**src/rtl/dra_ram.sv**
```systemverilog
`timescale 1ns / 1ps

module dra_ram #(
   parameter int WIDTH = 8,
   parameter int DEPTH = 512
) (
   input  logic                     clock,
   input  logic                     wr_en,
   input  logic [$clog2(DEPTH)-1:0] wr_addr,
   input  logic [WIDTH-1:0]         wr_data,
   input  logic                     rd_en,
   input  logic [$clog2(DEPTH)-1:0] rd_addr,
   output logic [WIDTH-1:0]         rd_data
);

   logic [WIDTH-1:0] mem_ff [DEPTH];
   logic [WIDTH-1:0] rd_data_ff;

   always_ff @(posedge clock) begin
      if (wr_en) begin
         mem_ff[wr_addr] <= wr_data;
      end
      if (rd_en) begin
         rd_data_ff <= mem_ff[rd_addr];
      end
   end

   assign rd_data = rd_data_ff;

endmodule

```
**config.mk**
```make
export PLATFORM = sky130hd
export DESIGN_NAME = dra_ram
export DESIGN_NICKNAME = d
export VERILOG_FILES = /design/src/rtl/dra_ram.sv
export SDC_FILE = /design/constraint.sdc
export NUM_CORES = 2
export LEC_CHECK = 0
export BUFFER_PORTS_ARGS = -buffer_cell sky130_fd_sc_hd__buf_4
export CORE_MARGIN = 3
export CORE_UTILIZATION = 25
export CTS_CLUSTER_DIAMETER = 200
export DETAILED_ROUTE_END_ITERATION = 10
export GPL_TIMING_DRIVEN = 0
export HOLD_SLACK_MARGIN = 0.06
export PLACE_DENSITY = 0.4
export SETUP_SLACK_MARGIN = 0.05
export SLEW_MARGIN = 25
export SYNTH_ARGS = -nofsm -noshare
export SYNTH_HDL_FRONTEND = slang
export SYNTH_SLANG_ARGS = --single-unit
```
**constraint.sdc**
```tcl
create_clock -name clock -period 2.7 [get_ports clock]
set_input_delay 0.675 -clock clock [delete_from_list [all_inputs] [get_ports clock]]
set_output_delay 0.675 -clock clock [all_outputs]
set_load 0.03 [all_outputs]
```
==> flow_summary.yaml <==
grt:
  grt_overflow: 0
  grt_antenna_before_repair: 91
  grt_pass1_wl_mm: 913
  grt_pass1_vias: 89000
  track_usage_pct: 21.4
  grt_max_degree: 119
synth:
  synth_top_area_cell: "edfxtp_1"
  yosys_most_used_dff: "edfxtp_1"
  syn_inst: 8030
  synthTopCellsByArea: "edfxtp_1 77%, mux4_2 9.2%, mux2i_1 5.0%"
  synthDistinctLibCells: 50
  avgSynthCellArea_um2: 19.9
  async_flop_share_pct: 0
  synth_top_area_share_pct: 77.0
  syn_nets: 8059
  synth_common_cells: "4104 x edfxtp_1, 797 x mux2i_1, 654 x mux4_2"
  synth.most_common_cell: "edfxtp_1"
  synth_edf_count: 4104
  synth.yosys.seq_area_share_pct: 77.0
  syn_area_um2: 160000
  ys_warn_count: 0
  ys_seq_elements: 4104
placement:
  portBuffers: 32
  dp_hpwl_mm: 515
  gp_congestion: 0.986
  postPlaceCellArea_um2: 175000
route:
  drt_iter0_drc: 13700
  antenna_left: 0
  postRouteWirelength_mm: 717
  via_per_inst: 5.20
  first_pass_iters: 6
  num_vias: 91700
  drcViolationCount: 0
  wl_per_cell_um: 40.6
setup_path:
  worstPathMaxFanout: 10
  cp-startpoint: "rd_addr[6]"
  start_kind: "input pin"
  crit_type: "in2reg"
  rr_startpoint: "mem_ff[443][7]"
  cp.required_ps: 3520
  crit_path_end_kind: "register"
  worst_ep_arrival_time_ps: 3760
clocking:
  clk_path_buf_depth: 4
  clock-sinks: 4104
  clock_latency_ps: 1090
  cts-root-buf: "clkbuf_16"
  cts_tree: "yes"
  path_clk_slew_ps: 60
  h-tree-depth: 5
  cts_inserted_buffers: 449
cells_and_area:
  area_growth_syn_to_layout_pct: 23.1
  multi_input_area_um2: 37400
  ff_latch_area_um2: 123000
  layout-drive-gt1-share_pct: 28.0
  finish.net_count: 8849
  fin_util_pct: 30.9
  fillCellCount: 61400
  stdcell_area_um2: 197000
power_and_ir_drop:
  ir_drop_mv: 0.574
  leakagePower_uw: 0.0615
  finalPower_uw: 142000
  powerDensity_nw_per_um2: 720
floorplan:
  dieWidth_um: 806
  core_area_um2: 637000
  dieArea_um2: 650000
  initial_core_util_pct: 25.1
  die_h_um: 806
  ios: 37
  fp-row-count: 293
timing:
  finalCritPeriodShare_pct: 109
  slew_headroom_pct: 17.8
  fin_setup_tns_ps: -16670
  fmax_ghz: 0.340
  hold_viol_final: 0
  fin_crit_ps: 2940
  worst_pin_slew_ps: 1230
  rsz0062_at_grt: "yes"
  fin_ws_ps: -238
  setup_viol: 294
  drv_slew: 0
  finalClockSkew_ps: 122
worst_hold_path:
  hold_class: "in2reg"
  hp-start: "rd_en"
run_status:
  status: "finished with violations"
  violations: "setup timing"
job:
  maxCapViolCount: 0
power breakdown:
group	internal, µW	leakage (µW)	total, µW	switching (µW)
combinational	3340	0.0177	11000	7680
sequential	70200	0.0369	70200	20.8
clock	33900	0.00692	60600	26700
flip-flops by register name (all words and copies together) (netlist names):
| signal | flops |
|---|---|
| mem_ff | 4096 |
| rd_data | 8 |
per-stage QoR:
step,hold WS [ps],std cells,worst slack [ps]
6_report,408,17600,-238
5_1_grt,407,17600,-77.8
4_1_cts,330,17500,-111
3_5_place_dp,968,16600,-2950
3_3_place_gp,951,16500,-7220
2_1_floorplan,774,8030,35.1
cells by family (layout without fill, tap and decap cells):
logic type,count (synthesis),count (layout),share of synthesized area [%]
flip-flops,4104,4104,77.0
multiplexers,1451,1451,14.2
AND/OR/NAND/NOR,980,980,2.63
AO/OA/AOI/OAI,979,979,4.31
buffers and inverters,516,1686,1.85
other,0,40,0
area by class of cell:
type / instances / share of cell area, %
multi-input combinational: 3410 / 19.0
clock inverter: 281 / 1.35
antenna: 40 / 0.0508
buffer: 511 / 2.92
inverter: 3 / 0.00762
tap: 8407 / 5.34
timing repair buffer: 341 / 2.92
sequential: 4104 / 62.5
clock buffer: 550 / 5.90
worst paths after layout:
kind / endpoint / slack [ps] / depth (start not counted)
max: rd_data[5] / -240 / 7
min: rd_data[5] / 410 / 2
max reg2reg: rd_data[7] / -30 / 6
min reg2reg: rd_data[6] / 1420 / 5
cell usage in the layout, fill, tap and decap left out, drive strengths merged, types with 3 or more instances in the layout:
master and n:
a22o 5, o311ai 6, mux4 654, o221ai 372, nor2 597, o2111a 8, and3b 4, diode 40
nand3 36, buf 604, and2 20, mux2i 797, clkinvlp 11, a211oi 17, nand4 32, o22a 3
edfxtp 4104, dlygate4sd3 9, o31ai 13, nor3b 8, or3 6, nand2b 4, a21oi 194, nand2 111
o41ai 7, o21ai 119, nor3 109, or2 5, clkinv 228, o22ai 163, a2111oi 3, nor4 36
and3 4, nor2b 6, inv 10, a22oi 61, clkbuf 788, bufinv 35
routing by layer:
metal / share of wire [%] / wire (µm) / track usage [%] / up-vias
met5: 0.021 / 152 / 0 / -
met2: 45 / 323000 / 33.1 / 5108
met4: 5.8 / 41600 / 10.5 / 16
met1: 40 / 285000 / 28.3 / 50100
li1: - / - / - / 35200
met3: 9.5 / 68000 / 4.91 / 1213
critical path, cell delays in order:
cell and delay [ps]:
buf_4 150, clkbuf_2 400, nand3b_1 700, clkbuf_2 430, nor3_1 780, o41ai_2 270
o2111a_2 310
what timing repair did:
item | 4_1_cts | 5_1_grt
hold buffers | 9 | 0
pin swaps | 51 | 99
buffers inserted | 33 | 93
endpoints found under the setup margin | 136 | 462
hold endpoints to repair | 252 | 0
gates cloned | 1 | 6
resized for setup | 849 | 461
Note: power is estimated with default switching activity, not from simulation.
