$ cat src/rtl/dra_pkg.sv
`timescale 1ns / 1ps

package dra_pkg;

   localparam logic [1:0] POINTER_TAG   = 2'b11;
   localparam int         HEADER_BYTES  = 12;
   localparam int         QUESTION_TAIL = 4;
   localparam int         ANSWER_FIXED  = 10;
   localparam int         HEADER_COUNTS = 4;

   localparam logic [1:0] STAT_FOUND   = 2'd0;
   localparam logic [1:0] STAT_NONE    = 2'd1;
   localparam logic [1:0] STAT_LONG    = 2'd2;
   localparam logic [1:0] STAT_OVERRUN = 2'd3;

   typedef struct packed {
      logic [7:0] packet_byte;
      logic       last_byte;
   } req_type;

   typedef struct packed {
      logic        found;
      logic [31:0] ipv4_address;
      logic [1:0]  status;
   } rsp_type;

   typedef struct packed {
      logic valid;
      logic overflow;
   } job_ctl_type;

   typedef struct packed {
      logic take;
      logic busy;
   } par_ctl_type;

   typedef enum logic [3:0] {
      PS_IDLE,
      PS_HREAD,
      PS_HDATA,
      PS_REC,
      PS_NAME0,
      PS_PTR,
      PS_LABEL,
      PS_ANS,
      PS_DLEN0,
      PS_DLEN1,
      PS_AREAD,
      PS_ADATA
   } parse_state_type;

endpackage

$ cat src/rtl/dra_loader.sv
`timescale 1ns / 1ps

module dra_loader #(
   parameter int PACKET_BYTES = 512
) (
   input  logic                                clock,
   input  logic                                reset,
   input  logic                                push,
   output logic                                full,
   input  dra_pkg::req_type                    req_data,
   output dra_pkg::job_ctl_type                job_ctl,
   output logic [$clog2(PACKET_BYTES+1)-1:0]   job_count,
   input  dra_pkg::par_ctl_type                par_ctl,
   output logic                                wr_en,
   output logic [$clog2(PACKET_BYTES)-1:0]     wr_addr,
   output logic [7:0]                          wr_data
);

   import dra_pkg::*;

   localparam int CW = $clog2(PACKET_BYTES + 1);
   localparam int AW = $clog2(PACKET_BYTES);

   logic [CW-1:0] count_ff, count_in;
   logic          ovf_ff, ovf_in;
   logic          job_valid_ff, job_valid_in;
   logic          job_ovf_ff, job_ovf_in;
   logic [CW-1:0] job_count_ff, job_count_in;
   logic          accept;
   logic          room;

   assign full   = job_valid_ff | par_ctl.busy;
   assign accept = push & ~full;
   assign room   = count_ff < CW'(PACKET_BYTES);

   assign wr_en   = accept & room;
   assign wr_addr = count_ff[AW-1:0];
   assign wr_data = req_data.packet_byte;

   always_comb begin
      count_in     = count_ff;
      ovf_in       = ovf_ff;
      job_valid_in = job_valid_ff & ~par_ctl.take;
      job_ovf_in   = job_ovf_ff;
      job_count_in = job_count_ff;
      if (accept) begin
         if (room) begin
            count_in = count_ff + CW'(1);
         end else begin
            ovf_in = 1'b1;
         end
         if (req_data.last_byte) begin
            job_valid_in = 1'b1;
            job_ovf_in   = ovf_in;
            job_count_in = count_in;
            count_in     = '0;
            ovf_in       = 1'b0;
         end
      end
   end

   always_ff @(posedge clock) begin
      if (reset) begin
         count_ff     <= '0;
         ovf_ff       <= 1'b0;
         job_valid_ff <= 1'b0;
      end else begin
         count_ff     <= count_in;
         ovf_ff       <= ovf_in;
         job_valid_ff <= job_valid_in;
      end
      job_ovf_ff   <= job_ovf_in;
      job_count_ff <= job_count_in;
   end

   assign job_ctl.valid    = job_valid_ff;
   assign job_ctl.overflow = job_ovf_ff;
   assign job_count        = job_count_ff;

endmodule

$ cat config.mk
export PLATFORM = sky130hd
export DESIGN_NAME = dra_loader
export DESIGN_NICKNAME = d
export VERILOG_FILES = /design/src/rtl/dra_pkg.sv /design/src/rtl/dra_loader.sv
export SDC_FILE = /design/constraint.sdc
export NUM_CORES = 1
export LEC_CHECK = 0
export ABC_CLOCK_PERIOD_IN_PS = 2300
export BUFFER_PORTS_ARGS = -buffer_cell sky130_fd_sc_hd__clkbuf_2
export CAP_MARGIN = 20
export CORE_UTILIZATION = 48
export DETAILED_ROUTE_END_ITERATION = 10
export PLACE_DENSITY = 0.83
export RECOVER_POWER = 100
export SLEW_MARGIN = 15
export SYNTH_ARGS = -nofsm -noshare
export SYNTH_HDL_FRONTEND = slang
export SYNTH_SLANG_ARGS = --single-unit
$ cat constraint.sdc
create_clock -name clock -period 2.3 [get_ports clock]
set_clock_uncertainty 0.05 [all_clocks]
set_input_delay 0.69 -clock clock [delete_from_list [all_inputs] [get_ports clock]]
set_output_delay 0.69 -clock clock [all_outputs]
set_load 0.01 [all_outputs]
==> impl_metrics.tcl <==
set metrics [dict create \
    status "completed" \
    stdcell_count 159 \
    cts_max_level 1 \
    rsz0062_at_grt "false" \
    worstPathMaxFanout 4 \
    layout_common_cells "clkbuf_1, dfxtp_1, a21oi_1, edfxtp_1" \
    clk_pin_slew_ps 130 \
    avgRoutedWirePerCell_um 13.7 \
    worstPathRequired_ps 1560 \
    drive_gt1_share_pct 11.5 \
    insertedDiodeCount 0 \
    hold_path.class "flop to flop" \
    whs_ps 475 \
    hold-path-cell-count 2 \
    place_inst 155 \
    cts_resized 0 \
    clkLatencyLatePin_ps 310 \
    power_density_nw_per_um2 552 \
    worstPathArrival_ps 1500 \
    post-place-ws_ps 55.3 \
    grt_pass1_vias 736 \
    dieArea_um2 2700 \
    swShare_pct 22.4 \
    firstDrtPassIters 4 \
    cts_tree "built" \
    syn_avg_cell_area_um2 9.98 \
    fmax_mhz 447 \
    cts-root-buf "clkbuf_4" \
    r2r_cells 3 \
    drc 0 \
    maxSlewHeadroom_pct 63.8 \
    ios 45 \
    num_rows 17 \
    wl_mm 2.18 \
    end_kind "primary output" \
    power_frac_comb_pct 7.0 \
    post_synth_instance_area_um2 1200 \
    drv_cap 0 \
    criticalPathCategory "input port to primary output" \
    die-height_um 51.9 \
    drtIter0Drc 23 \
    hpwl_mm 1.54 \
    cp-start-kind "input port" \
    rrSetupSlack_ps 430 \
    vdd_drop_max_mv 0.248 \
    cts_setup_buffers 0 \
    ys_seq_area_share_pct 47.6 \
    finalWorstSetupSlack_ps 62.2 \
    antenna_found_initial 0 \
    finalSetupViolCount 0 \
    worstMarginPinSlew_ps 543 \
    holdBufCountCts 0 \
    timing.final.hold_violations 0 \
    seqPwrFrac_pct 65.3 \
    clock-sinks 23 \
    tns_ps 0 \
    grt.total_usage_pct 17.0 \
    p_leak_nw 0.436 \
    grt_max_degree 13 \
    layout_commonest_cell "clkbuf_1" \
    cts_buffers 3 \
    clk_path_buf_depth 2 \
    yosys_register_bits 23 \
    p_int_mw 0.519 \
    route.vias.total 864 \
    clockPowerShare_pct 27.6 \
    die_x_um 51.9 \
    gp_congestion 0.834 \
    syn_nets 135 \
    grt_pass1_wl_mm 3.33 \
    place.port_buffers 28 \
    nNetsFinal 147 \
    ys_types 32 \
    min_period_over_period_pct 97.3 \
    viasPerCell 5.43 \
    initial_core_util_pct 52.6 \
    overflow 0 \
    period_needed_ps 2240 \
    core_area_um2 2280 \
    synth_warnings 0 \
    switchingPower_mw 0.150 \
    slew_viol_final 0 \
    synth_cells 120 \
    syn_to_final_growth_pct 1.25 \
    postRouteAntennaNets 0 \
]
==> cell families (layout without fill, tap and decap cells) <==
logic type | after synthesis | after routing | share of synthesized area, %
and+or+nand+nor | 37 | 37 | 18.8
buffers and inverters | 27 | 38 | 15.2
AOI/OAI and AO/OA | 23 | 23 | 10.6
DFF | 23 | 23 | 47.6
xor gates and xnor gates | 8 | 8 | 5.85
adders and majority gates | 1 | 1 | 1.04
muxes | 1 | 1 | 0.940
==> power groups by stage <==
stage / Clock, mW / Sequential, mW / Combinational (mW)
3_3_place_gp: 0 / 0.446 / 0.0506
4_1_cts: 0.189 / 0.437 / 0.0532
6_report: 0.185 / 0.437 / 0.0470
5_1_grt: 0.202 / 0.438 / 0.0522
2_1_floorplan: 0 / 0.448 / 0.0419
3_5_place_dp: 0 / 0.446 / 0.0530
==> stage by stage <==
| step | util, % | area, um^2 | power (mW) |
|---|---|---|---|
| floorplan | - | 1200 | 0.490 |
| global placement | 54.5 | 1240 | 0.496 |
| detailed placement | 54.5 | 1240 | 0.499 |
| CTS | 55.7 | 1270 | 0.680 |
| global route | 53.3 | 1210 | 0.692 |
| finish | 53.3 | 1210 | 0.669 |
==> metal layers <==
metal  track usage [%]  vias up  share of wire, %
met5                 0        -                 0
met4              8.11        0               1.3
met3              1.75        4               5.5
met2              28.0       30                51
met1              22.0      405                43
li1                  -      425                 -
==> state kept, by name, indices dropped and copies added, names as in the netlist <==
name	cells
job_valid_ff	1
count_ff	10
job_count	10
ovf_ff	1
job_ovf_ff	1
==> layout make-up <==
class	count	area (um^2)
Inverter	2	7.51
Timing Repair Buffer	32	138
Sequential cell	23	571
Fill cell	217	1060
Tap cell	28	35.0
Multi-Input combinational cell	70	435
Clock buffer	4	26.3
==> synthesized netlist by cell type <==
cell type / n / area share [%]
a21o_1: 1 / 0.63
a21oi_1: 11 / 4.6
a22oi_1: 2 / 1.3
a31oi_1: 3 / 1.6
and2_1: 1 / 0.52
and3_1: 3 / 1.6
and3b_1: 1 / 0.73
and4_1: 1 / 0.73
and4b_1: 1 / 0.84
buf_2: 1 / 0.42
buf_4: 21 / 13
clkbuf_1: 3 / 0.94
dfxtp_1: 12 / 20
edfxtp_1: 11 / 28
ha_1: 1 / 1.0
inv_1: 2 / 0.63
mux2_2: 1 / 0.94
nand2_1: 5 / 1.6
nand2b_1: 1 / 0.52
nand3_1: 1 / 0.42
nand3b_1: 2 / 1.3
nand4_2: 1 / 1.0
nor2_1: 7 / 2.2
nor3_1: 3 / 1.3
nor3b_1: 1 / 0.63
o21ai_0: 6 / 2.5
or2_2: 2 / 1.0
or3_1: 5 / 2.6
or3b_2: 1 / 0.73
or4b_4: 1 / 1.1
xnor2_1: 7 / 5.1
xor2_1: 1 / 0.73
==> worst paths after layout <==
check,from,end
setup / recovery,par_ctl[0],wr_en
hold / removal,ovf_ff$_SDFFE_PP0P_,ovf_ff$_SDFFE_PP0P_
setup reg to reg,job_valid_ff$_SDFF_PP0_,job_count[1]$_DFFE_PP_
hold reg to reg,ovf_ff$_SDFFE_PP0P_,ovf_ff$_SDFFE_PP0P_
==> worst max-delay path, cell delays in order <==
cell and delay [ps]:
clkbuf_2 100, or3b_2 470, nor2_1 100, clkbuf_2 130
No activity file was read; power rests on OpenSTA's default activity.
