[config.mk]
export PLATFORM = sky130hd
export DESIGN_NAME = dra_parser
export DESIGN_NICKNAME = d
export VERILOG_FILES = /design/src/rtl/dra_pkg.sv /design/src/rtl/dra_parser.sv
export SDC_FILE = /design/constraint.sdc
export NUM_CORES = 1
export LEC_CHECK = 0
export CAP_MARGIN = 0
export CORE_UTILIZATION = 30
export DETAILED_ROUTE_END_ITERATION = 12
export DONT_BUFFER_PORTS = 1
export GPL_ROUTABILITY_DRIVEN = 0
export GPL_TIMING_DRIVEN = 0
export PLACE_DENSITY = 0.41
export SLEW_MARGIN = 20
export SYNTH_ARGS = -nofsm -noshare
export SYNTH_HDL_FRONTEND = slang
export SYNTH_SLANG_ARGS = --single-unit
[constraint.sdc]
create_clock -name clock -period 7.7 [get_ports clock]
set_clock_uncertainty 0.05 [all_clocks]
set_input_delay 0.385 -clock clock [delete_from_list [all_inputs] [get_ports clock]]
set_output_delay 0.385 -clock clock [all_outputs]
set_load 0.02 [all_outputs]
[src/rtl/dra_pkg.sv]
`timescale 1ns / 1ps

package dra_pkg;

   localparam logic [1:0] POINTER_TAG   = 2'b11;
   localparam int         HEADER_BYTES  = 12;
   localparam int         QUESTION_TAIL = 4;
   localparam int         ANSWER_FIXED  = 10;
   localparam int         HEADER_COUNTS = 4;

   localparam logic [1:0] STAT_FOUND   = 2'd0;
   localparam logic [1:0] STAT_NONE    = 2'd1;
   localparam logic [1:0] STAT_LONG    = 2'd2;
   localparam logic [1:0] STAT_OVERRUN = 2'd3;

   typedef struct packed {
      logic [7:0] packet_byte;
      logic       last_byte;
   } req_type;

   typedef struct packed {
      logic        found;
      logic [31:0] ipv4_address;
      logic [1:0]  status;
   } rsp_type;

   typedef struct packed {
      logic valid;
      logic overflow;
   } job_ctl_type;

   typedef struct packed {
      logic take;
      logic busy;
   } par_ctl_type;

   typedef enum logic [3:0] {
      PS_IDLE,
      PS_HREAD,
      PS_HDATA,
      PS_REC,
      PS_NAME0,
      PS_PTR,
      PS_LABEL,
      PS_ANS,
      PS_DLEN0,
      PS_DLEN1,
      PS_AREAD,
      PS_ADATA
   } parse_state_type;

endpackage

[src/rtl/dra_parser.sv]
`timescale 1ns / 1ps

module dra_parser #(
   parameter int PACKET_BYTES = 512,
   parameter int NAME_LIMIT   = 512
) (
   input  logic                                clock,
   input  logic                                reset,
   input  dra_pkg::job_ctl_type                job_ctl,
   input  logic [$clog2(PACKET_BYTES+1)-1:0]   job_count,
   output dra_pkg::par_ctl_type                par_ctl,
   output logic                                rd_en,
   output logic [$clog2(PACKET_BYTES)-1:0]     rd_addr,
   input  logic [7:0]                          rd_data,
   input  logic                                pop,
   output logic                                empty,
   output dra_pkg::rsp_type                    rsp_data
);

   import dra_pkg::*;

   localparam int CW    = $clog2(PACKET_BYTES + 1);
   localparam int AW    = $clog2(PACKET_BYTES);
   localparam int POS_W = CW + 17;
   localparam int NW    = $clog2(NAME_LIMIT + 257);

   parse_state_type state_ff, state_in;

   logic [POS_W-1:0] cursor_ff, cursor_in;
   logic [POS_W-1:0] walk_ff, walk_in;
   logic [NW-1:0]    ncount_ff, ncount_in;
   logic             first_ff, first_in;
   logic             ptr_ff, ptr_in;
   logic [7:0]       b0_ff, b0_in;
   logic [7:0]       d0_ff, d0_in;
   logic [15:0]      rec_ff, rec_in;
   logic [15:0]      an_ff, an_in;
   logic             answers_ff, answers_in;
   logic [1:0]       idx_ff, idx_in;
   logic [31:0]      addr_ff, addr_in;
   logic [CW-1:0]    limit_ff, limit_in;
   logic             out_valid_ff, out_valid_in;
   rsp_type          out_ff, out_in;

   logic             take;
   logic             bad_job;
   logic [POS_W-1:0] rd_pos;
   logic             rd_req;
   logic             rd_ok;
   logic             fin;
   logic [1:0]       fin_status;
   logic [NW-1:0]    cnt_new;
   logic             too_long;
   logic [POS_W-1:0] walk_next;
   logic [POS_W-1:0] name_end;
   logic [15:0]      dlen;
   logic             is_ptr;

   assign take    = (state_ff == PS_IDLE) & job_ctl.valid & (~out_valid_ff | pop);
   assign bad_job = job_ctl.overflow | (job_count < CW'(HEADER_BYTES));
   assign is_ptr  = rd_data[7:6] == POINTER_TAG;

   assign cnt_new   = ncount_ff + NW'(rd_data) + NW'(!first_ff);
   assign too_long  = cnt_new >= NW'(NAME_LIMIT);
   assign walk_next = walk_ff + POS_W'(rd_data) + POS_W'(1);
   assign name_end  = ptr_ff ? cursor_ff + POS_W'(2) : walk_ff + POS_W'(1);
   assign dlen      = {d0_ff, rd_data};
   assign rd_ok     = rd_pos < POS_W'(limit_ff);

   always_comb begin
      rd_pos     = cursor_ff;
      rd_req     = 1'b0;
      fin        = 1'b0;
      fin_status = STAT_OVERRUN;
      case (state_ff)
         PS_IDLE: begin
            fin = take & bad_job;
         end
         PS_HREAD: begin
            rd_pos = POS_W'(HEADER_COUNTS) + POS_W'(idx_ff);
            rd_req = 1'b1;
         end
         PS_REC: begin
            if (rec_ff != '0) begin
               rd_req = 1'b1;
            end else if (answers_ff) begin
               fin        = 1'b1;
               fin_status = STAT_NONE;
            end
         end
         PS_NAME0: begin
            rd_pos = is_ptr ? cursor_ff + POS_W'(1) : cursor_ff;
            rd_req = 1'b1;
         end
         PS_PTR: begin
            rd_pos = POS_W'({b0_ff[5:0], rd_data});
            rd_req = 1'b1;
         end
         PS_LABEL: begin
            if (rd_data != '0) begin
               if (too_long) begin
                  fin        = 1'b1;
                  fin_status = STAT_LONG;
               end else begin
                  rd_pos = walk_next;
                  rd_req = 1'b1;
               end
            end
         end
         PS_ANS: begin
            rd_pos = cursor_ff + POS_W'(8);
            rd_req = 1'b1;
         end
         PS_DLEN0: begin
            rd_pos = cursor_ff + POS_W'(9);
            rd_req = 1'b1;
         end
         PS_AREAD: begin
            rd_pos = cursor_ff + POS_W'(idx_ff);
            rd_req = 1'b1;
         end
         PS_ADATA: begin
            if (idx_ff == 2'd3) begin
               fin        = 1'b1;
               fin_status = STAT_FOUND;
            end
         end
         default: begin
            rd_req = 1'b0;
         end
      endcase
      if (rd_req & ~rd_ok) begin
         fin        = 1'b1;
         fin_status = STAT_OVERRUN;
      end
   end

   assign rd_en   = rd_req & rd_ok;
   assign rd_addr = rd_pos[AW-1:0];

   always_comb begin
      state_in = state_ff;
      case (state_ff)
         PS_IDLE: begin
            if (take & ~bad_job) begin
               state_in = PS_HREAD;
            end
         end
         PS_HREAD: state_in = PS_HDATA;
         PS_HDATA: state_in = (idx_ff == 2'd3) ? PS_REC : PS_HREAD;
         PS_REC: begin
            if (fin) begin
               state_in = PS_IDLE;
            end else if (rec_ff != '0) begin
               state_in = PS_NAME0;
            end
         end
         PS_NAME0: state_in = fin ? PS_IDLE : (is_ptr ? PS_PTR : PS_LABEL);
         PS_PTR:   state_in = fin ? PS_IDLE : PS_LABEL;
         PS_LABEL: begin
            if (rd_data == '0) begin
               state_in = answers_ff ? PS_ANS : PS_REC;
            end else if (fin) begin
               state_in = PS_IDLE;
            end
         end
         PS_ANS:   state_in = fin ? PS_IDLE : PS_DLEN0;
         PS_DLEN0: state_in = fin ? PS_IDLE : PS_DLEN1;
         PS_DLEN1: state_in = (dlen == 16'd4) ? PS_AREAD : PS_REC;
         PS_AREAD: state_in = fin ? PS_IDLE : PS_ADATA;
         PS_ADATA: state_in = fin ? PS_IDLE : PS_AREAD;
         default:  state_in = PS_IDLE;
      endcase
   end

   always_comb begin
      cursor_in  = cursor_ff;
      walk_in    = walk_ff;
      ncount_in  = ncount_ff;
      first_in   = first_ff;
      ptr_in     = ptr_ff;
      b0_in      = b0_ff;
      d0_in      = d0_ff;
      rec_in     = rec_ff;
      an_in      = an_ff;
      answers_in = answers_ff;
      idx_in     = idx_ff;
      addr_in    = addr_ff;
      limit_in   = limit_ff;
      case (state_ff)
         PS_IDLE: begin
            limit_in   = job_count;
            idx_in     = '0;
            answers_in = 1'b0;
         end
         PS_HDATA: begin
            addr_in = {addr_ff[23:0], rd_data};
            idx_in  = idx_ff + 2'd1;
            if (idx_ff == 2'd3) begin
               rec_in    = addr_ff[23:8];
               an_in     = {addr_ff[7:0], rd_data};
               cursor_in = POS_W'(HEADER_BYTES);
            end
         end
         PS_REC: begin
            if ((rec_ff == '0) & ~answers_ff) begin
               answers_in = 1'b1;
               rec_in     = an_ff;
            end
         end
         PS_NAME0: begin
            b0_in     = rd_data;
            ptr_in    = is_ptr;
            walk_in   = cursor_ff;
            first_in  = 1'b1;
            ncount_in = '0;
         end
         PS_PTR: begin
            walk_in = POS_W'({b0_ff[5:0], rd_data});
         end
         PS_LABEL: begin
            if (rd_data == '0) begin
               if (answers_ff) begin
                  cursor_in = name_end;
               end else begin
                  cursor_in = name_end + POS_W'(QUESTION_TAIL);
                  rec_in    = rec_ff - 16'd1;
               end
            end else begin
               ncount_in = cnt_new;
               first_in  = 1'b0;
               walk_in   = walk_next;
            end
         end
         PS_DLEN0: begin
            d0_in = rd_data;
         end
         PS_DLEN1: begin
            idx_in = '0;
            if (dlen == 16'd4) begin
               cursor_in = cursor_ff + POS_W'(ANSWER_FIXED);
            end else begin
               cursor_in = cursor_ff + POS_W'(ANSWER_FIXED) + POS_W'(dlen);
               rec_in    = rec_ff - 16'd1;
            end
         end
         PS_ADATA: begin
            addr_in = {addr_ff[23:0], rd_data};
            idx_in  = idx_ff + 2'd1;
         end
         default: begin
            idx_in = idx_ff;
         end
      endcase
   end

   always_comb begin
      out_valid_in = out_valid_ff & ~pop;
      out_in       = out_ff;
      if (fin) begin
         out_valid_in        = 1'b1;
         out_in.status       = fin_status;
         out_in.found        = fin_status == STAT_FOUND;
         out_in.ipv4_address = (fin_status == STAT_FOUND) ? {addr_ff[23:0], rd_data} : '0;
      end
   end

   always_ff @(posedge clock) begin
      if (reset) begin
         state_ff     <= PS_IDLE;
         out_valid_ff <= 1'b0;
      end else begin
         state_ff     <= state_in;
         out_valid_ff <= out_valid_in;
      end
      cursor_ff  <= cursor_in;
      walk_ff    <= walk_in;
      ncount_ff  <= ncount_in;
      first_ff   <= first_in;
      ptr_ff     <= ptr_in;
      b0_ff      <= b0_in;
      d0_ff      <= d0_in;
      rec_ff     <= rec_in;
      an_ff      <= an_in;
      answers_ff <= answers_in;
      idx_ff     <= idx_in;
      addr_ff    <= addr_in;
      limit_ff   <= limit_in;
      out_ff     <= out_in;
   end

   assign par_ctl.take = take;
   assign par_ctl.busy = state_ff != PS_IDLE;
   assign empty        = ~out_valid_ff;
   assign rsp_data     = out_ff;

endmodule

==> impl_results.md <==
- Dpl ws: -103 ps
- Slowest CP cell: dfxtp_1
- Clk slew on worst S/H paths: 90 ps
- Most frequent cells in the layout: edfxtp_1, nor2_1, nand2_1
- Peak supply drop: 0.182 mV
- Fraction of the mapped netlist area in adder cells: 0.0517
- Critical Path Source Type: flip-flop
- Ys async rst share: 0
- Distinct cells, synth: 88
- Seq pwr share: 0.489
- Crit path max-delay family: compound AO/OA/AOI/OAI gates
- Required @ worst endpoint: 7260 ps
- Fmax: 137 MHz
- Drt drc: 0
- Top_reg_cell synth: edfxtp_1
- Area Overhead vs Synth: 11.9%
- Relative slew slack: 0.216
- Synth Area in XOR/XNOR: 0.108
- Drt wl/cell: 25.3 um
- CP cell instances: clkbuf_1, clkbuf_2, nand3_1, or2_2, ha_1, fa_1, a31oi_4, nor2_1, xnor2_1, o211ai_1, o21ai_0, a21oi_2, ha_1, a21o_1, a221oi_1, o2111ai_1, a2111oi_2, o2111a_1, nand4_1, nor2_2, nand2_1, nor2_2
- Post-CTS Setup Inserts: 0
- Fillers: 4,915
- Critical Path AT: 6880 ps
- Post-route ant nets: 0
- Hold Fails Final Rpt: 0
- Clk root buf: clkbuf_16
- Max Root-Sink Buffers: 2
- Final worst setup slack: 388 ps
- H-Tree Depth: 4
- Minimum clock period: 7310 ps
- # rows: 80
- Antenna fix cells: 0
- Hpwl dp: 43.3 mm
- P_int: 1.74 mW
- CP bufs+invs: 2
- Register area share after synthesis: 0.387
- Layout cells sized above 1: 0.0750
- Final Max Slew Viols: 0
- Worst-margin pin slew: 1160 ps
- Power Density: 156 nW/um2
- Dpl cell area: 15,400 um2
- Grt total ovfl: 0
- Chip height: 222 um
- Initial Utilization: 0.304
- Final Setup Violations: 0
- Drt total wl: 57.4 mm
- Pin count of the biggest net entering global routing: 31
- Ys Warns: 0
- Crit path kind: flip-flop to output pin
- #FFs+latches synth: 189
- Core box area: 47,700 um2
- CTS Buf Count: 17
- Fin Setup TNS: 0 ps
- Critical path peak fanout: 10
- Worst Setup End Kind: output pin
- Routed vias: 13,200
- Initial antenna violation count: 2
- Mean post-synth cell area: 9.10 um2
- Peak per-stage delay on the critical path: 480 ps
- Post-synth net total: 1,678
- First-pass GRT wire length: 84.3 mm
- Post-synthesis simple-gate area fraction: 0.233
- Main combinational cell family by area after synthesis: simple AND/OR/NAND/NOR gates
- Dpl cells: 2,217
- Final period utilization: 0.950
- Initial DRC count: 1,315
- Max_cap viols: 0
- Compound-gate portion of the synthesized area: 0.162
- Total GRT Usage: 0.232
- Port Buffers: 0
- Clock power share: 0.376
- Sw frac: 0.313
- Final Cell Area: 16,300 um2
- Mapped Area: 14,500 um2
- Switching power: 0.794 mW
- Vias in the first global route: 12,400
- Power share of the combinational group: 0.135
- Clk sinks: 189
- Vias per cell: 5.80
- Layout Nets: 1,720
- I/O Pins: 71
- RSZ-0062 raised after global routing: false
- Post-synthesis mux area share: 0.0157
- CTS tree: yes
- Status: complete, no violations
- Die ar.: 49,300 um2
- Clock Latency Late Sink: 490 ps
- Cell count after synthesis: 1,598
- First-pass DRT Iterations: 6
- Post-synth EDFFs: 184
- Non-Filler Instances: 2,268
- Worst hold margin: 34.4 ps
- Commonest non-fill, non-tap cell in the layout: edfxtp_1
- HP Class: primary input to flip-flop
- Leakage: 5.54 nW
- DIE WIDTH: 222 um
[per-stage QoR]
stage,total power [mW],util
after detailed placement,1.59,0.323
after floorplan,1.48,-
after global placement,1.58,0.321
after CTS,2.56,0.340
final,2.54,0.341
after global routing,2.62,0.341
[metal layers]
| metal | GRT usage | up-vias | share of wire | wire [um] |
|---|---|---|---|---|
| met4 | 0.0782 | 0 | 0.029 | 1670 |
| met3 | 0.0350 | 91 | 0.051 | 2950 |
| li1 | - | 6030 | - | - |
| met1 | 0.321 | 6517 | 0.46 | 26600 |
| met5 | 0 | - | 0 | 0 |
| met2 | 0.369 | 512 | 0.46 | 26100 |
[layout make-up]
| cell class | instances | area [um2] | area share |
|---|---|---|---|
| buffer | 103 | 448 | 0.0276 |
| sequential | 189 | 5630 | 0.346 |
| inverter | 45 | 169 | 0.0104 |
| clock buffer | 17 | 425 | 0.0262 |
| tap | 615 | 769 | 0.0473 |
| timing repair buffer | 23 | 280 | 0.0172 |
| multi-input combinational | 1261 | 8360 | 0.514 |
| clock inverter | 15 | 180 | 0.0111 |
[what timing repair did]
| action | in CTS | in global routing |
|---|---|---|
| setup endpoints to repair | 31 | 31 |
| hold endpoints to repair | 44 | 0 |
| resized for setup | 3 | 5 |
| hold buffers | 19 | 0 |
[cell families (layout without fill, tap and decap cells)]
| family | Yosys count | in the layout |
|---|---|---|
| AND/OR/NAND/NOR | 647 | 647 |
| AO/OA/AOI/OAI | 355 | 355 |
| flip-flops | 189 | 189 |
| multiplexers | 22 | 22 |
| buffers and inverters | 148 | 203 |
| adder cells (fa/ha/maj) | 57 | 57 |
| XOR/XNOR | 180 | 180 |
[power groups by stage]
stage | clock, mW | sequential, mW | combinational [mW]
floorplan | 0 | 1.25 | 0.227
global placement | 0 | 1.27 | 0.312
detailed placement | 0 | 1.26 | 0.322
CTS | 0.978 | 1.24 | 0.340
global route | 1.00 | 1.24 | 0.375
finish | 0.954 | 1.24 | 0.343
[registers in the layout (all words and copies together), names as in the netlist]
name          count
ptr_ff            1
d0_ff             8
state_ff          4
rsp_data         35
rec_ff           16
b0_ff             6
cursor_ff        27
ncount_ff        10
limit_ff         10
idx_ff            2
addr_ff          24
walk_ff          27
first_ff          1
an_ff            16
out_valid_ff      1
answers_ff        1
[cell usage after synthesis (22+ instances only)]
cell type  instances  area (um2)
edfxtp_1         184        5530
and3_1            23         144
clkbuf_1          71         267
xnor2_1          107         937
nor2_1           138         518
nand4_1           45         282
and2_1            45         282
ha_1              52         651
nand3_1           65         325
a21oi_1           85         425
nand2b_1          22         138
nor4_1            35         219
nand2_1          131         492
o22ai_1           30         188
xor2_1            73         639
o21ai_0           77         385
inv_1             44         165
nor3_1            54         270
a22oi_1           22         165
[worst paths after layout]
path	from	end	slack (ps)	cells past startpoint
worst max-delay path	state_ff[3]	rd_en	390	22
worst min-delay path	reset	state_ff[0]	30	2
worst max register to register	state_ff[3]	rsp_data[11]	580	23
worst min register to register	addr_ff[7]	addr_ff[15]	450	0
(Power assumes the default switching activity.)
